--- config.mk ---
export PLATFORM = sky130hd
export DESIGN_NAME = cbad_ram
export DESIGN_NICKNAME = d
export VERILOG_FILES = /design/src/sv/cbad_ram.sv
export SDC_FILE = /design/constraint.sdc
export NUM_CORES = 2
export LEC_CHECK = 0
export BUFFER_PORTS_ARGS = -buffer_cell sky130_fd_sc_hd__buf_2
export CORE_MARGIN = 2
export CORE_UTILIZATION = 50
export CTS_CLUSTER_SIZE = 10
export DETAILED_ROUTE_END_ITERATION = 6
export MAX_ROUTING_LAYER = met4
export PLACE_DENSITY = 0.69
export REMOVE_ABC_BUFFERS = 1
export SLEW_MARGIN = 20
export SYNTH_ARGS = -nofsm -noshare
export SYNTH_HDL_FRONTEND = slang
export SYNTH_SLANG_ARGS = --single-unit
--- constraint.sdc ---
create_clock -name clk -period 4.6 [get_ports clk]
set_input_delay 0.46 -clock clk [delete_from_list [all_inputs] [get_ports clk]]
set_output_delay 0.46 -clock clk [all_outputs]
set_load 0.005 [all_outputs]
--- src/sv/cbad_ram.sv ---
// ----------------------------------------------------------------------------
// cbad_ram
// Generic single-write, single-read RAM with registered read data.
// ----------------------------------------------------------------------------
module cbad_ram #(
  parameter int WIDTH = 8,
  parameter int DEPTH = 256,
  localparam int AW   = $clog2(DEPTH)
) (
  input  logic             clk,
  input  logic             we,
  input  logic [AW-1:0]    waddr,
  input  logic [WIDTH-1:0] wdata,
  input  logic             re,
  input  logic [AW-1:0]    raddr,
  output logic [WIDTH-1:0] rdata
);

  logic [WIDTH-1:0] mem [DEPTH];
  logic [WIDTH-1:0] rdata_r;

  // Write port
  always_ff @(posedge clk) begin
    if (we) begin
      mem[waddr] <= wdata;
    end
  end

  // Registered read port, holds while not enabled
  always_ff @(posedge clk) begin
    if (re) begin
      rdata_r <= mem[raddr];
    end
  end

  assign rdata = rdata_r;

endmodule
== Word level (Yosys, flattened, before mapping) ==
Memories as Yosys holds them, arrays and structs flattened. A register that Yosys moved wholly into a read port is not among the register bits.
Index checks and enable logic that the tools add are counted.
Word-level totals
  memories: 1
  register bits after elaboration: 0
  RAM bits: 2048
  output and inout bits: 8
  logic and storage cells: 3
  bits of input ports: 27
Operators by class
  muxes and demuxes: 2
Memory list
  mem: depth 256, width 8, read ports 1, clocked after memory_dff 1, write ports 1, line 19  | logic [WIDTH-1:0] mem [DEPTH];
Operators with widths (number)
  $mux W1: 2

== Logic depth before layout (Yosys ltp) ==
  depth in word-level cells: 2
  mapped depth: 11
  depth with buffers taken out: 6

== Worst setup path after synthesis ==
OpenSTA, ideal clock, no wires.
  kind: input -> register
  start point: input raddr[0]
  end point: register rdata_r[2], in the netlist rdata[2] (read register of mem), data pin
  stages: 9
  library setup time: 0.269 ns
  arrival time: 2.267 ns
  slack: 2.064 ns
  cell sequence: buf_6 > buf_12 > buf_8 > buf_2 > mux4_2 > a22oi_1 > a21oi_1 > nor4_1 > nor4_2
RTL lines
  start, declared: line 15  | input logic [AW-1:0] raddr,
  end, declared: line 20  | logic [WIDTH-1:0] rdata_r;

==> flow_summary.yaml <==
cells_and_area:
  layout_commonest_cell: "edfxtp_1"
  postLayoutCellArea_sq_um: 88400
  drive_gt1_share_pct: 22.6
  nets: 3923
  most-common-layout-cells: "edfxtp_1 (2,056), mux4_2 (454), nor2_1 (279), clkbuf_16 (231), mux2i_1 (134)"
  synthToLayoutAreaGrowth_pct: 11.0
drt:
  dr.pass1.iters: 6
  wl_per_cell_um: 31.9
  routed_wirelength_um: 191000
  vias: 39051
  vias_per_cell: 6.50
  drcViolationCount: 0
  ant_nets: 0
  drt_iter0_markers: 5346
cts:
  clock_path_buffers: 3
  cts_buffers: 225
  htreeDepth: 4
  cts.repair.resized: 0
  clk_pin_slew_worst_paths_ps: 50
  insertion_delay_ps: 830
  cts_tree: "yes"
  cts_setup_buffers: 0
  cts_root_buf: "clkbuf_16"
  ctsHoldBuffers: 1
  cts_sinks: 2056
sta:
  tns_ps: 0
  relSlewSlack_pct: 14.1
  finalHoldViolCount: 0
  fin_crit_sh_pct: 70.6
  hold_slack_ps: 24.0
  fin_crit_ps: 3250
  slew_violations: 0
  finClkSkew_ps: 28.3
  fmax_ghz: 0.308
  finalSetupViolCount: 0
  worstMarginPinSlew_ps: 1280
  layout_setup_ws_ps: 1350
  rsz0062_at_grt: "no"
yosys:
  yosysTopAreaCell: "edfxtp_1"
  synth_seq_cells: 2056
  syn_area_per_cell_sq_um: 21.3
  syn-instance-count: 3733
  synth_ff_type: "edfxtp_1"
  synth_area_leaders: "edfxtp_1 (78%), mux4_2 (13%), mux2i_1 (1.7%)"
  yosysSeqAreaShare_pct: 77.5
  synthDistinctLibCells: 54
  synthArstFlopShare_pct: 0
  netlist.area_leader.share_pct: 77.5
  synth_edf_count: 2056
  syn_area_sq_um: 79600
  ys_warn_count: 0
setup_path:
  cp_num_buf_inv: 3
  endpoint: "rdata[2]"
  reg2reg_depth: 5
  startpoint: "raddr[0]"
  cp_max_fo: 50
  cp.arrival_ps: 3780
  critPathLaunchType: "input port"
  cp_top_family: "simple AND/OR/NAND/NOR gates"
  reg2reg_slack_ps: 1600
  cpMaxStageDelayCell: "nor4_1"
  path_depth: 9
  slowest_delay_ps: 1040
  cp_cell_sequence: "buf_8, buf_12, buf_12, mux4_2, nor2b_1, a211oi_1, nor2_1, nor4_1, nor4_2"
  cp_data_required_time_ps: 5140
  r2r-end: "rdata[2]"
  cp-end-kind: "flip-flop"
  path_class: "input port to flip-flop"
  reg2reg_from: "mem[65][2]"
  cpMostUsedCell: "buf_12"
global_route:
  antenna_found_initial: 20
  grt-ovfl-total: 0
  grt_pass1_vias: 38916
  grtUsageTotal_pct: 24.4
  grt_max_degree: 169
  grt_pass1_wl_um: 277000
die:
  die-height_um: 403
  io_pins: 35
  design.core.area_sq_um: 158000
  die-area_sq_um: 162000
  start_util_pct: 50.3
  die_w_um: 403
  fp-row-count: 146
outcome:
  status: "finished clean"
pwr:
  p_leak_nw: 27.1
  p_total_mw: 38.0
  irDropWorstVdd_uv: 397
  powerDensity_nw_per_um2: 429
placed_design:
  io_buffers: 34
  gp_congestion: 0.893
  placed_cell_area_sq_um: 82400
  place_ws_ps: 573
  dp_hpwl_um: 117000
worst_hold_path:
  hold_path_class: "input port to flip-flop"
job:
  maxCapViolations: 0
==> Yosys cell counts (28+ instances only) <==
cell and number:
nand3_1 34, mux4_2 454, clkbuf_1 111, mux2i_1 134, a22oi_1 133, nor2_1 282
buf_2 31, o221ai_1 46, nor2b_1 31, a21oi_1 96, o22ai_1 28, nand2_1 33
edfxtp_1 2056
==> metrics by stage <==
step	cells	utilization (%)
global route	6001	55.9
detailed placement	5738	52.1
floorplan	3500	-
CTS	5994	55.8
finish	6006	55.9
global placement	5738	52.1
==> layout make-up <==
cell class                 instances  area (sq um)
antenna                           10          25.0
clock inverter                    13           151
multi-input combinational       1442         16500
clock buffer                     242          5820
inverter                           2          7.51
fill                           11397         69800
tap                             2072          2590
sequential                      2056         61700
timing repair buffer             169          1590
==> worst min path at each step <==
stage	startpoint	endpoint	slack, ps	cells after the start
after detailed placement	wdata[7]	mem[241][7]	780	1
final	wdata[1]	mem[198][1]	20	1
after CTS	re	rdata[7]	100	1
after floorplan	wdata[0]	mem[0][0]	560	0
after global routing	wdata[1]	mem[198][1]	20	1
after global placement	wdata[7]	mem[242][7]	780	1
==> metal layers <==
layer	track usage (%)	routed length [um]	vias to the layer above	part of all wire (%)
met5	-	0	-	0
met4	7.44	5710	0	3.0
met3	4.80	18200	345	9.5
met2	37.1	91500	2092	48
met1	33.9	75900	20702	40
li1	-	-	15912	-
==> registers in the layout, summed over array words and instances (netlist names) <==
register  count
mem        2048
rdata         8
==> report_power, final <==
group | switching, mW | internal (mW) | total (mW)
Sequential | 0.0276 | 20.7 | 20.7
Combinational | 1.21 | 0.644 | 1.85
Clock | 6.61 | 8.79 | 15.4
==> cell families (layout without fill, tap and decap cells) <==
family / after synthesis / after routing / synth area share, %
flops: 2056 / 2056 / 77.5
compound gates: 385 / 385 / 3.42
buf+inv: 235 / 426 / 1.83
simple gates: 466 / 466 / 2.63
mux: 591 / 591 / 14.6
other cells: 0 / 10 / 0
Power figures use the tool's default switching activity.
